### config.mk
export PLATFORM = sky130hd
export DESIGN_NAME = audio_capture_ring_writer
export DESIGN_NICKNAME = d
export VERILOG_FILES = /design/src/design/acrw_pkg.sv /design/src/design/acrw_front.sv /design/src/design/acrw_queue.sv /design/src/design/acrw_back.sv /design/src/design/audio_capture_ring_writer.sv
export SDC_FILE = /design/constraint.sdc
export NUM_CORES = 2
export LEC_CHECK = 0
export BUFFER_PORTS_ARGS = -buffer_cell sky130_fd_sc_hd__buf_4
export CAP_MARGIN = 20
export CORE_UTILIZATION = 55
export DETAILED_ROUTE_END_ITERATION = 10
export MAX_ROUTING_LAYER = met4
export PLACE_DENSITY = 0.72
export SLEW_MARGIN = 20
export SYNTH_ARGS = -nofsm -noshare
export SYNTH_HDL_FRONTEND = slang
export SYNTH_SLANG_ARGS = --single-unit
### constraint.sdc
create_clock -name i_clk -period 9.8 [get_ports i_clk]
set_input_delay 1.96 -clock i_clk [delete_from_list [all_inputs] [get_ports i_clk]]
set_output_delay 1.96 -clock i_clk [all_outputs]
set_load 0.01 [all_outputs]
### src/design/acrw_pkg.sv
// shared types and constants for the audio capture ring writer
package acrw_pkg;

    localparam int ADDR_W = 5;
    localparam int SIZE_W = 27;
    localparam int RAW_W  = 24;
    localparam int RDOFF_W = 26;

    localparam logic [2:0] REG_RECORDING_ON = 3'd0;
    localparam logic [2:0] REG_RECORD_24BIT = 3'd1;
    localparam logic [2:0] REG_GAIN_Q12     = 3'd2;
    localparam logic [2:0] REG_BUFFER_BASE  = 3'd3;
    localparam logic [2:0] REG_BUFFER_SIZE  = 3'd4;

    localparam logic [15:0]       GAIN_RESET = 16'd3686;
    localparam logic [SIZE_W-1:0] SIZE_RESET = 27'd67108864;

    typedef struct packed {
        logic              recording_on;
        logic              record_24bit;
        logic [15:0]       gain_q12;
        logic [31:0]       buffer_base;
        logic [SIZE_W-1:0] buffer_size;
    } t_cfg;

    typedef struct packed {
        logic restart;
        logic last_in_block;
    } t_frame_flags;

endpackage

### src/design/acrw_front.sv
// front end: frame intake, gain multiply, truncation and saturation
module acrw_front import acrw_pkg::*; #(
    parameter int SAMPLE_BITS = 24,
    parameter int OFFSET_BITS = 26
) (
    input  logic                   i_clk,
    input  logic                   i_rst_n,
    input  t_cfg                   i_cfg,
    input  logic                   i_valid,
    output logic                   o_ready,
    input  logic [RAW_W-1:0]       i_codec_slot0,
    input  logic [RAW_W-1:0]       i_codec_slot1,
    input  logic                   i_last_in_block,
    input  logic [RDOFF_W-1:0]     i_read_offset,
    input  logic                   i_restart,
    output logic                   o_push,
    input  logic                   i_q_ready,
    output logic [((SAMPLE_BITS > 24) ? SAMPLE_BITS : 24)-1:0] o_s1,
    output logic [((SAMPLE_BITS > 24) ? SAMPLE_BITS : 24)-1:0] o_s0,
    output logic [OFFSET_BITS-1:0] o_rd,
    output t_frame_flags           o_flags
);

    localparam int VW = (SAMPLE_BITS > 24) ? SAMPLE_BITS : 24;
    localparam int PW = RAW_W + 17;
    localparam int QW = PW - 12;
    localparam int CW = ((QW > SAMPLE_BITS) ? QW : SAMPLE_BITS) + 1;
    localparam longint SAT_HI_L = (64'sd1 <<< (SAMPLE_BITS - 1)) - 64'sd1;
    localparam logic signed [CW-1:0] SAT_HI = CW'(SAT_HI_L);
    localparam logic signed [CW-1:0] SAT_LO = -SAT_HI - CW'(1);

    logic                   r_v1;
    logic [RAW_W-1:0]       r_slot0;
    logic [RAW_W-1:0]       r_slot1;
    logic [OFFSET_BITS-1:0] r_rd1;
    t_frame_flags           r_flags1;

    logic                   r_v2;
    logic signed [PW-1:0]   r_p0;
    logic signed [PW-1:0]   r_p1;
    logic [OFFSET_BITS-1:0] r_rd2;
    t_frame_flags           r_flags2;

    logic adv1;
    logic adv2;

    function automatic logic [VW-1:0] f_scale(input logic signed [PW-1:0] p);
        logic signed [PW-1:0] pr;
        logic signed [QW-1:0] q;
        logic signed [CW-1:0] qx;
        pr = p + (p[PW-1] ? PW'(4095) : PW'(0));
        q  = pr[PW-1:12];
        qx = CW'(q);
        if (qx > SAT_HI) begin
            qx = SAT_HI;
        end else if (qx < SAT_LO) begin
            qx = SAT_LO;
        end
        return qx[VW-1:0];
    endfunction

    assign adv2    = r_v2 && i_q_ready;
    assign adv1    = r_v1 && (!r_v2 || adv2);
    assign o_ready = !r_v1 || adv1;
    assign o_push  = adv2;
    assign o_s1    = f_scale(r_p1);
    assign o_s0    = f_scale(r_p0);
    assign o_rd    = r_rd2;
    assign o_flags = r_flags2;

    always_ff @(posedge i_clk) begin
        if (!i_rst_n) begin
            r_v1 <= 1'b0;
            r_v2 <= 1'b0;
        end else begin
            if (i_valid && o_ready) begin
                r_v1 <= 1'b1;
            end else if (adv1) begin
                r_v1 <= 1'b0;
            end
            if (adv1) begin
                r_v2 <= 1'b1;
            end else if (adv2) begin
                r_v2 <= 1'b0;
            end
        end
    end

    always_ff @(posedge i_clk) begin
        if (i_valid && o_ready) begin
            r_slot0                <= i_codec_slot0;
            r_slot1                <= i_codec_slot1;
            r_rd1                  <= OFFSET_BITS'(i_read_offset);
            r_flags1.restart       <= i_restart;
            r_flags1.last_in_block <= i_last_in_block;
        end
        if (adv1) begin
            r_p0     <= $signed(r_slot0) * $signed({1'b0, i_cfg.gain_q12});
            r_p1     <= $signed(r_slot1) * $signed({1'b0, i_cfg.gain_q12});
            r_rd2    <= r_rd1;
            r_flags2 <= r_flags1;
        end
    end

endmodule

### src/design/acrw_queue.sv
// two-entry fifo between front and back
module acrw_queue #(
    parameter int W = 8
) (
    input  logic         i_clk,
    input  logic         i_rst_n,
    input  logic         i_push,
    output logic         o_ready,
    input  logic [W-1:0] i_data,
    output logic         o_valid,
    input  logic         i_pop,
    output logic [W-1:0] o_data
);

    logic [W-1:0] r_mem [2];
    logic         r_wp;
    logic         r_rp;
    logic [1:0]   r_cnt;

    assign o_ready = (r_cnt != 2'd2);
    assign o_valid = (r_cnt != 2'd0);
    assign o_data  = r_mem[r_rp];

    always_ff @(posedge i_clk) begin
        if (!i_rst_n) begin
            r_wp  <= 1'b0;
            r_rp  <= 1'b0;
            r_cnt <= 2'd0;
        end else begin
            if (i_push) begin
                r_wp <= ~r_wp;
            end
            if (i_pop) begin
                r_rp <= ~r_rp;
            end
            r_cnt <= r_cnt + 2'(i_push) - 2'(i_pop);
        end
    end

    always_ff @(posedge i_clk) begin
        if (i_push) begin
            r_mem[r_wp] <= i_data;
        end
    end

endmodule

### src/design/acrw_back.sv
// back end: write sequencer, ring offset and output register
module acrw_back import acrw_pkg::*; #(
    parameter int SAMPLE_BITS = 24,
    parameter int OFFSET_BITS = 26
) (
    input  logic                   i_clk,
    input  logic                   i_rst_n,
    input  t_cfg                   i_cfg,
    input  logic                   i_q_valid,
    output logic                   o_q_pop,
    input  logic [((SAMPLE_BITS > 24) ? SAMPLE_BITS : 24)-1:0] i_s1,
    input  logic [((SAMPLE_BITS > 24) ? SAMPLE_BITS : 24)-1:0] i_s0,
    input  logic [OFFSET_BITS-1:0] i_rd,
    input  t_frame_flags           i_flags,
    output logic                   o_valid,
    input  logic                   i_ready,
    output logic [31:0]            o_write_address,
    output logic [15:0]            o_write_data,
    output logic                   o_write_two_bytes,
    output logic                   o_last_of_frame,
    output logic                   o_overrun
);

    localparam int VW = (SAMPLE_BITS > 24) ? SAMPLE_BITS : 24;
    localparam int AW = ((OFFSET_BITS > SIZE_W) ? OFFSET_BITS : SIZE_W) + 1;
    localparam logic [2:0] LAST_24 = 3'd5;
    localparam logic [2:0] LAST_16 = 3'd1;

    logic                   r_busy;
    logic [2:0]             r_cnt;
    logic [VW-1:0]          r_s1;
    logic [VW-1:0]          r_s0;
    logic [OFFSET_BITS-1:0] r_rd;
    logic                   r_lib;
    logic [OFFSET_BITS-1:0] r_wo;
    logic [OFFSET_BITS-1:0] n_wo;

    logic                   r_ov;
    logic [31:0]            r_addr;
    logic [15:0]            r_data;
    logic                   r_two;
    logic                   r_last;
    logic                   r_overrun;

    logic                   emit;
    logic                   is_last;
    logic                   load;
    logic [2:0]             last_idx;
    logic [VW-1:0]          cur;
    logic [7:0]             cur_byte;
    logic [15:0]            data;
    logic [OFFSET_BITS-1:0] wo_adv;

    function automatic logic [OFFSET_BITS-1:0] f_adv(
        input logic [OFFSET_BITS-1:0] wo,
        input logic                   two,
        input logic [SIZE_W-1:0]      size
    );
        logic [AW-1:0] nx;
        nx = AW'(wo) + (two ? AW'(2) : AW'(1));
        if (nx >= AW'(size)) begin
            nx = nx - AW'(size);
            if (nx >= AW'(size)) begin
                nx = '0;
            end
        end
        return nx[OFFSET_BITS-1:0];
    endfunction

    assign last_idx = i_cfg.record_24bit ? LAST_24 : LAST_16;
    assign emit     = r_busy && (!r_ov || i_ready);
    assign is_last  = (r_cnt == last_idx);
    assign load     = i_q_valid && (!r_busy || (emit && is_last));
    assign o_q_pop  = load;
    assign wo_adv   = f_adv(r_wo, !i_cfg.record_24bit, i_cfg.buffer_size);

    always_comb begin
        if (i_cfg.record_24bit) begin
            cur = (r_cnt < 3'd3) ? r_s1 : r_s0;
        end else begin
            cur = (r_cnt == 3'd0) ? r_s1 : r_s0;
        end
        case (r_cnt)
            3'd1, 3'd4: cur_byte = cur[15:8];
            3'd2, 3'd5: cur_byte = cur[23:16];
            default:    cur_byte = cur[7:0];
        endcase
        if (i_cfg.record_24bit) begin
            data = {8'h00, cur_byte};
        end else begin
            data = cur[SAMPLE_BITS-1 -: 16];
        end
        n_wo = r_wo;
        if (emit) begin
            n_wo = wo_adv;
        end
        if (load && i_flags.restart) begin
            n_wo = '0;
        end
    end

    always_ff @(posedge i_clk) begin
        if (!i_rst_n) begin
            r_busy <= 1'b0;
            r_cnt  <= 3'd0;
            r_wo   <= '0;
            r_ov   <= 1'b0;
        end else begin
            r_wo <= n_wo;
            if (load) begin
                r_busy <= i_cfg.recording_on;
                r_cnt  <= 3'd0;
            end else if (emit) begin
                r_busy <= !is_last;
                r_cnt  <= r_cnt + 3'd1;
            end
            if (emit) begin
                r_ov <= 1'b1;
            end else if (i_ready) begin
                r_ov <= 1'b0;
            end
        end
    end

    always_ff @(posedge i_clk) begin
        if (load) begin
            r_s1  <= i_s1;
            r_s0  <= i_s0;
            r_rd  <= i_rd;
            r_lib <= i_flags.last_in_block;
        end
        if (emit) begin
            r_addr    <= i_cfg.buffer_base + 32'(r_wo);
            r_data    <= data;
            r_two     <= !i_cfg.record_24bit;
            r_last    <= is_last;
            r_overrun <= is_last && (wo_adv == r_rd) && !r_lib;
        end
    end

    assign o_valid           = r_ov;
    assign o_write_address   = r_addr;
    assign o_write_data      = r_data;
    assign o_write_two_bytes = r_two;
    assign o_last_of_frame   = r_last;
    assign o_overrun         = r_overrun;

endmodule

### src/design/audio_capture_ring_writer.sv
// top level: config registers, front end, frame queue and write sequencer
// path: front input and product regs, queue, back sample and output registers
// writes: six per frame in 24-bit mode, two in 16-bit mode, one per cycle while
// the output is not stalled; a frame with recording off makes no writes
// reset: synchronous, presets config, clears control state, write offset at once
module audio_capture_ring_writer import acrw_pkg::*; #(
    parameter int SAMPLE_BITS = 24,
    parameter int OFFSET_BITS = 26
) (
    input  logic               i_clk,
    input  logic               i_rst_n,
    input  logic               psel,
    input  logic               penable,
    input  logic               pwrite,
    input  logic [ADDR_W-1:0]  paddr,
    input  logic [31:0]        pwdata,
    output logic [31:0]        prdata,
    output logic               pready,
    input  logic               i_valid,
    output logic               o_ready,
    input  logic [RAW_W-1:0]   i_codec_slot0,
    input  logic [RAW_W-1:0]   i_codec_slot1,
    input  logic               i_last_in_block,
    input  logic [RDOFF_W-1:0] i_read_offset,
    input  logic               i_restart,
    output logic               o_valid,
    input  logic               i_ready,
    output logic [31:0]        o_write_address,
    output logic [15:0]        o_write_data,
    output logic               o_write_two_bytes,
    output logic               o_last_of_frame,
    output logic               o_overrun
);

    localparam int VW = (SAMPLE_BITS > 24) ? SAMPLE_BITS : 24;
    localparam int QW = 2 + 2 * VW + OFFSET_BITS;

    t_cfg                   r_cfg;
    logic [2:0]             reg_idx;

    logic                   f_push;
    logic                   q_ready;
    logic [VW-1:0]          f_s1;
    logic [VW-1:0]          f_s0;
    logic [OFFSET_BITS-1:0] f_rd;
    t_frame_flags           f_flags;

    logic                   q_valid;
    logic                   q_pop;
    logic [QW-1:0]          q_out;
    logic [VW-1:0]          b_s1;
    logic [VW-1:0]          b_s0;
    logic [OFFSET_BITS-1:0] b_rd;
    t_frame_flags           b_flags;

    assign pready  = 1'b1;
    assign reg_idx = paddr[ADDR_W-1:2];

    always_ff @(posedge i_clk) begin
        if (!i_rst_n) begin
            r_cfg.recording_on <= 1'b0;
            r_cfg.record_24bit <= 1'b0;
            r_cfg.gain_q12     <= GAIN_RESET;
            r_cfg.buffer_base  <= 32'd0;
            r_cfg.buffer_size  <= SIZE_RESET;
        end else if (psel && penable && pwrite && pready) begin
            unique case (reg_idx)
                REG_RECORDING_ON: r_cfg.recording_on <= pwdata[0];
                REG_RECORD_24BIT: r_cfg.record_24bit <= pwdata[0];
                REG_GAIN_Q12:     r_cfg.gain_q12     <= pwdata[15:0];
                REG_BUFFER_BASE:  r_cfg.buffer_base  <= pwdata;
                REG_BUFFER_SIZE:  r_cfg.buffer_size  <= pwdata[SIZE_W-1:0];
                default: ;
            endcase
        end
    end

    always_comb begin
        unique case (reg_idx)
            REG_RECORDING_ON: prdata = {31'd0, r_cfg.recording_on};
            REG_RECORD_24BIT: prdata = {31'd0, r_cfg.record_24bit};
            REG_GAIN_Q12:     prdata = {16'd0, r_cfg.gain_q12};
            REG_BUFFER_BASE:  prdata = r_cfg.buffer_base;
            REG_BUFFER_SIZE:  prdata = {5'd0, r_cfg.buffer_size};
            default:          prdata = 32'd0;
        endcase
    end

    acrw_front #(
        .SAMPLE_BITS (SAMPLE_BITS),
        .OFFSET_BITS (OFFSET_BITS)
    ) u_front (
        .i_clk           (i_clk),
        .i_rst_n         (i_rst_n),
        .i_cfg           (r_cfg),
        .i_valid         (i_valid),
        .o_ready         (o_ready),
        .i_codec_slot0   (i_codec_slot0),
        .i_codec_slot1   (i_codec_slot1),
        .i_last_in_block (i_last_in_block),
        .i_read_offset   (i_read_offset),
        .i_restart       (i_restart),
        .o_push          (f_push),
        .i_q_ready       (q_ready),
        .o_s1            (f_s1),
        .o_s0            (f_s0),
        .o_rd            (f_rd),
        .o_flags         (f_flags)
    );

    acrw_queue #(
        .W (QW)
    ) u_queue (
        .i_clk   (i_clk),
        .i_rst_n (i_rst_n),
        .i_push  (f_push),
        .o_ready (q_ready),
        .i_data  ({f_flags, f_s1, f_s0, f_rd}),
        .o_valid (q_valid),
        .i_pop   (q_pop),
        .o_data  (q_out)
    );

    assign {b_flags, b_s1, b_s0, b_rd} = q_out;

    acrw_back #(
        .SAMPLE_BITS (SAMPLE_BITS),
        .OFFSET_BITS (OFFSET_BITS)
    ) u_back (
        .i_clk             (i_clk),
        .i_rst_n           (i_rst_n),
        .i_cfg             (r_cfg),
        .i_q_valid         (q_valid),
        .o_q_pop           (q_pop),
        .i_s1              (b_s1),
        .i_s0              (b_s0),
        .i_rd              (b_rd),
        .i_flags           (b_flags),
        .o_valid           (o_valid),
        .i_ready           (i_ready),
        .o_write_address   (o_write_address),
        .o_write_data      (o_write_data),
        .o_write_two_bytes (o_write_two_bytes),
        .o_last_of_frame   (o_last_of_frame),
        .o_overrun         (o_overrun)
    );

endmodule
# --- After elaboration in Yosys (flattened, before gate mapping) ---
# Memories as Yosys holds them, arrays and structs flattened. A register that Yosys moved wholly into a read port is not among the register bits.
# Cells that the tools add are included.
word_totals:
  n_memories: 1
  ram_bits: 152
  elab_cells: 132
  ff_bits: 426
op_classes:
  n_eq_ne: 11
  reduce_logical: 38
  bitwise: 3
  mul: 2
  n_lt_le_gt_ge: 7
  muxes: 28
  addsub: 8
mem_list:
  columns: ["name", "depth", "width", "rd", "rd_clocked_by_memory_dff", "write_ports", "line_no", "source"]
  rows:
  - ["u_queue.r_mem", 2, 76, 1, 1, 1, "acrw_queue.sv:15", "logic [W-1:0] r_mem [2];"]
ops:
  columns: ["cell", "count"]
  rows:
  - ["24-bit two-way mux", 7]
  - ["32-bit case mux with 5 select lines", 1]
  - ["41-bit by 13-bit adder with 41-bit output", 2]
  - ["24-bit by 17-bit multiplier with 41-bit output", 2]
  - ["29-bit by 24-bit greater-than comparator with 1-bit output, second input constant", 2]
  - ["29-bit by 24-bit less-than comparator with 1-bit output, second input constant", 2]
  - ["28-bit by 27-bit >= comparator with 1-bit output", 2]
  - ["26-bit two-way mux", 2]
  - ["32-bit by 26-bit adder with 32-bit output", 1]
  - ["28-bit by 27-bit subtractor with 28-bit output", 1]
  - ["26-bit by 2-bit adder with 27-bit output", 1]
  - ["26-bit equality test", 1]
  - ["12-bit two-way mux", 2]
  - ["8-bit case mux with 2 select lines", 1]
  - ["1-bit two-way mux", 12]
  - ["1-bit logical AND", 11]
  - ["2-bit AND reduction", 5]
  - ["2-bit nonzero test", 5]
  - ["3-bit by 2-bit equality test with 1-bit output, second input constant", 3]
  - ["3-bit equality test, second input constant", 3]
  - ["8-bit two-way mux", 1]
  - ["2-bit OR reduction", 4]
  - ["1-bit zero test", 7]
  - ["3-bit by 1-bit equality test with 1-bit output, second input constant", 2]
  - ["other kinds (11)", 17]

# --- Depth between registers and ports, before layout ---
depth:
  ltp_word: 9
  mapped_depth: 34

# --- Modules after synthesis ---
# Synthesis repeated with hierarchy kept, for this count alone.
hier_totals:
  cells_unflattened: 5333
  hier_area_um2: 55177.9
modules_own_cells:
  columns: ["mod", "area_per_inst_um2", "seq_area_each_um2", "n_inst", "cells_per_inst"]
  rows:
  - ["acrw_front", 35188.7, 5625.4, 1, 3627]
  - ["acrw_back", 10577.6, 4404.2, 1, 1085]
  - ["acrw_queue", 5863.1, 4664.5, 1, 257]
  - ["audio_capture_ring_writer", 3548.4, 1541.5, 1, 364]

# --- Worst setup path before layout ---
# No wires, ideal clock.
synth_timing:
  kind: "register to register"
  from: "register r_cfg[75] in the netlist's numbering"
  to: "register u_back.r_overrun (netlist: u_back.o_overrun) (data pin)"
  t_arrival_ns: 6.727
  synth_period_minus_slack_ns: 6.861
  setup_time_ns: 0.134
  stages_incl_launch_ff: 31
  setup_slack_ns: 2.939
  cell_sequence: "dfxtp_1 -> clkbuf_1 -> inv_1 -> clkbuf_1 -> ha_1 -> a21oi_1 -> or4_1 -> clkbuf_1 -> xnor2_1 -> ha_1 -> buf_4 -> nand2_1 -> o21ai_2 -> or4_4 -> a31oi_4 -> a31oi_4 -> a311o_1 -> a21o_1 -> a21o_1 -> a21oi_1 -> xnor2_1 -> ha_1 -> nand3_1 -> or4_1 -> nor3_1 -> a211oi_4 -> a22oi_1 -> xor2_1 -> o211ai_1 -> nor4_1 -> and4_1"
synth_between:
  elab_chain_len: 9
  word_cells_on_any_way: 12
  classes_between: "add/sub: 2; order compare: 2; eq/ne: 2; mux: 4; reduce/logical: 2"
synth_lines:
  columns: ["item", "line_no", "source"]
  rows:
  - ["start: declaration", "audio_capture_ring_writer.sv:38", "t_cfg r_cfg;"]
  - ["2-bit two-way mux", "acrw_back.sv:60", "nx = AW'(wo) + (two ? AW'(2) : AW'(1));"]
  - ["26-bit by 2-bit adder with 27-bit output", "acrw_back.sv:60", null]
  - ["28-bit by 27-bit subtractor with 28-bit output", "acrw_back.sv:62", "nx = nx - AW'(size);"]
  - ["28-bit by 27-bit >= comparator with 1-bit output", "acrw_back.sv:63", "if (nx >= AW'(size)) begin"]
  - ["26-bit two-way mux", "acrw_back.sv:63", null]
  - ["26-bit two-way mux", "acrw_back.sv:61", "if (nx >= AW'(size)) begin"]
  - ["26-bit equality test", "acrw_back.sv:137", "r_overrun <= is_last && (wo_adv == r_rd) && !r_lib;"]
  - ["1-bit logical AND (*) (2 in series)", "acrw_back.sv:137", null]
  - ["end signal: assignment", "acrw_back.sv:137", null]
  - ["end: declaration", "acrw_back.sv:43", "logic r_overrun;"]
# Mark *: on every way between the ends. The rest lies on a longest branch, timed or not.
# A chain may end at the register's enable or synchronous reset.

# --- Final worst setup path ---
# Ends and elaborated chain as after synthesis.

==> qor.yml <==
drt:
  drc: 0
  wirelength_um: 133000
  wl_per_cell_um: 19.9
  drt_pass1_iterations: 7
  drt-initial-drc-count: 2960
  dr_total_vias: 37671
  drtAntennaViolNets: 0
  viasPerCell: 5.62
power_and_ir_drop:
  powerDensity_nw_per_um2: 282
  p_leak_nw: 26.0
  ir_drop_uv: 285
synth:
  synth_edf_count: 464
  syn_avg_cell_area_um2: 10.3
  syn_nets: 6452
  ys_seq_area_share_pct: 29.9
  syn_area_um2: 54200
  async_reset_ff_share_pct: 0
  synth_cells: 5263
  synth_cell_types: 92
  yosysWarningCount: 0
  yosys_register_bits: 579
  synth_ff_type: "edfxtp_1"
setup_path:
  end_kind: "flop"
  r2r_slack_ns: 1.40
  crit_end: "u_back.o_overrun"
  start_kind: "flop"
  critPathMaxFanout: 15
  reg2reg_from: "r_cfg[75]"
  cp.depth: 32
  path_delay_family: "compound AO/OA/AOI/OAI gates"
  cp_num_buf_inv: 4
  arrival_ns: 8.90
  cp_slowest_cell: "dfxtp_1"
  timing.rr.end: "u_back.o_overrun"
  cp_slowest_stage_delay_ns: 0.46
  path_class: "flop to flop"
  crit_start: "r_cfg[75]"
  required_ns: 10.30
  reg2reg_depth: 32
run_status:
  outcome: "finished clean"
timing:
  rsz0062_at_grt: "no"
  post-route-min-period_ns: 8.40
  max_freq_mhz: 119
  setup_viol: 0
  min_period_over_period_pct: 85.8
  slew_viol_final: 0
  worstMarginPinSlew_ns: 1.09
  tns_ns: 0
  hold_viol_final: 0
  finalClockSkew_ns: 0.0346
  max_slew_margin_pct: 27.4
floorplanning:
  initial_utilization_pct: 55.8
  placementRows: 114
  coreArea_um2: 97100
  fp.dieH_um: 316
  io_pins: 206
  dieArea_um2: 99900
  die_w_um: 316
global_route:
  grt_max_degree: 89
  grt_pass1_wl_um: 215000
  grt_use_total_pct: 28.6
  gr-total-overflow: 0
  antenna_found_initial: 5
  first_global_vias: 39898
clock_tree:
  cts_hold_buf: 0
  htreeDepth: 3
  post_cts_resized: 0
  clock_path_buffers: 3
  clk_latency_ns: 0.64
  cts_tree: "done"
  cts_buffers: 67
  cts_sinks: 579
  root_buffer: "clkbuf_16"
  path_clk_slew_ns: 0.06
  post-cts-setup-buffers: 0
job:
  cap_violations: 0
place:
  io_buffer_count: 202
  dpl_cell_area_um2: 56900
  place_congestion: 0.933
  dp_hpwl_um: 103000
cells_and_area:
  area_growth_pct: 9.04
  final_nets: 6556
  drive_above_1_share_pct: 8.97
  final_area_um2: 59200
hold_path:
  hp-class: "flop to flop"
## cell usage after synthesis, types with 7 or more instances
cell type  instances  area, µm²
mux2_2            80        901
nor2_1           142        533
nand3b_1           7       52.6
nand4_1           28        175
a221oi_1           9       78.8
nand2_1          744       2790
o21ai_0          135        676
a21o_1            50        375
nor4_1            11       68.8
a22o_1            24        210
o21a_1            32        240
o22ai_1           11       68.8
xor2_1            67        587
inv_1            937       3520
clkbuf_1         190        713
edfxtp_1         464      13900
fa_1             757      15200
and3_1            20        125
and2_1           352       2200
o221ai_1           7       61.3
dfxtp_1          115       2300
o21ai_1            7       35.0
xnor2_1          143       1250
a311o_1            9       90.1
nand3_1           60        300
a21oi_1          130        651
a21boi_0          71        533
ha_1             312       3900
mux2i_1           28        280
o2111ai_1          7       61.3
or3_1             11       68.8
a22oi_1           22        165
nand2b_1          18        113
a31oi_1           16        100
o31ai_1           10       75.1
nor3_1            40        200
nor2b_1           19        119
o211ai_1          23        173
o21bai_1          12       90.1
a211oi_1          28        210
## state kept, by name (all words and copies together), names as in the netlist, 3 cells and up, named ones only
register,count
r_cfg,77
u_back.o_write_address,32
u_back.o_write_data,16
u_back.r_cnt,3
u_back.r_rd,26
u_back.r_s0,24
u_back.r_s1,24
u_back.r_wo,26
u_front.o_rd,26
u_front.r_p0,41
u_front.r_p1,41
u_front.r_rd1,26
u_front.r_slot0,24
u_front.r_slot1,24
u_queue.r_mem,152
## cell type report
type | instances | area [µm²]
diodes | 4 | 10.0
clock inverters | 45 | 492
well taps | 1276 | 1600
flip-flops and latches | 579 | 16300
inverters | 938 | 3520
multi-input cells | 3538 | 33700
clock buffers | 78 | 1750
repair buffers | 243 | 1830
fillers | 8035 | 38000
## power by group
group | internal [mW] | leakage (nW) | switching (mW)
Combinational | 4.41 | 19.6 | 5.65
Sequential | 3.72 | 5.25 | 0.353
Clock | 1.46 | 1.09 | 1.06
## metrics by stage
step / power [mW] / worst slack [ns] / std cells / hold WS [ns] / util (%)
final: 16.7 / 1.40 / 6701 / 0.403 / 60.9
after global routing: 18.3 / 0.707 / 6700 / 0.422 / 60.9
after CTS: 16.8 / 1.45 / 6696 / 0.405 / 60.9
after detailed placement: 14.2 / 1.55 / 6573 / 0.405 / 58.6
after global placement: 13.9 / 1.62 / 6573 / 0.401 / 58.6
after floorplan: 11.9 / 2.94 / 5263 / 0.400 / -
## cells by family after synthesis
logic type / Yosys count / share of synthesized area, %
simple gates: 1486 / 13.0
buf+inv: 1146 / 8.02
fa+ha+maj: 1069 / 35.1
compound gates: 664 / 8.35
flops: 579 / 29.9
xor+xnor: 210 / 3.39
mux: 108 / 2.18
other cells: 1 / 0.00691
## worst min path at each step
stage	end	start	slack (ns)	depth (start not counted)
after floorplan	u_front.o_flags[0]	u_front.r_flags1[0]	0.40	0
after global placement	u_front.o_rd[24]	u_front.r_rd1[24]	0.40	0
after detailed placement	u_front.o_flags[1]	u_front.r_flags1[1]	0.40	0
after CTS	u_front.o_flags[1]	u_front.r_flags1[1]	0.40	0
after global routing	u_front.o_rd[1]	u_front.r_rd1[1]	0.42	0
final	u_front.o_flags[1]	u_front.r_flags1[1]	0.40	0
## layout by cell type, fill, tap and decap left out, drive strengths merged, types with 40 or more instances in the layout
| cell | netlist | routed |
|---|---|---|
| fa | 757 | 757 |
| edfxtp | 464 | 464 |
| ha | 312 | 312 |
| a21boi | 73 | 73 |
| o21ai | 145 | 145 |
| and2 | 354 | 354 |
| a21o | 50 | 50 |
| nand2 | 744 | 744 |
| nand3 | 60 | 60 |
| buf | 18 | 243 |
| xnor2 | 143 | 143 |
| nor3 | 40 | 40 |
| inv | 937 | 943 |
| dfxtp | 115 | 115 |
| xor2 | 67 | 67 |
| mux2 | 80 | 80 |
| clkbuf | 190 | 78 |
| nor2 | 142 | 142 |
| a21oi | 133 | 133 |
## routing by layer
metal  up-vias  routed length (µm)  share of wire (%)  GRT usage, %
met3       277                8700                6.5          4.22
met5         -                   0                  0             -
met2      1275               64800                 49          47.4
met1     19026               55300                 42          36.3
li1      17093                   -                  -             -
met4         0                4330                3.3          9.01
(Power assumes the default switching activity.)
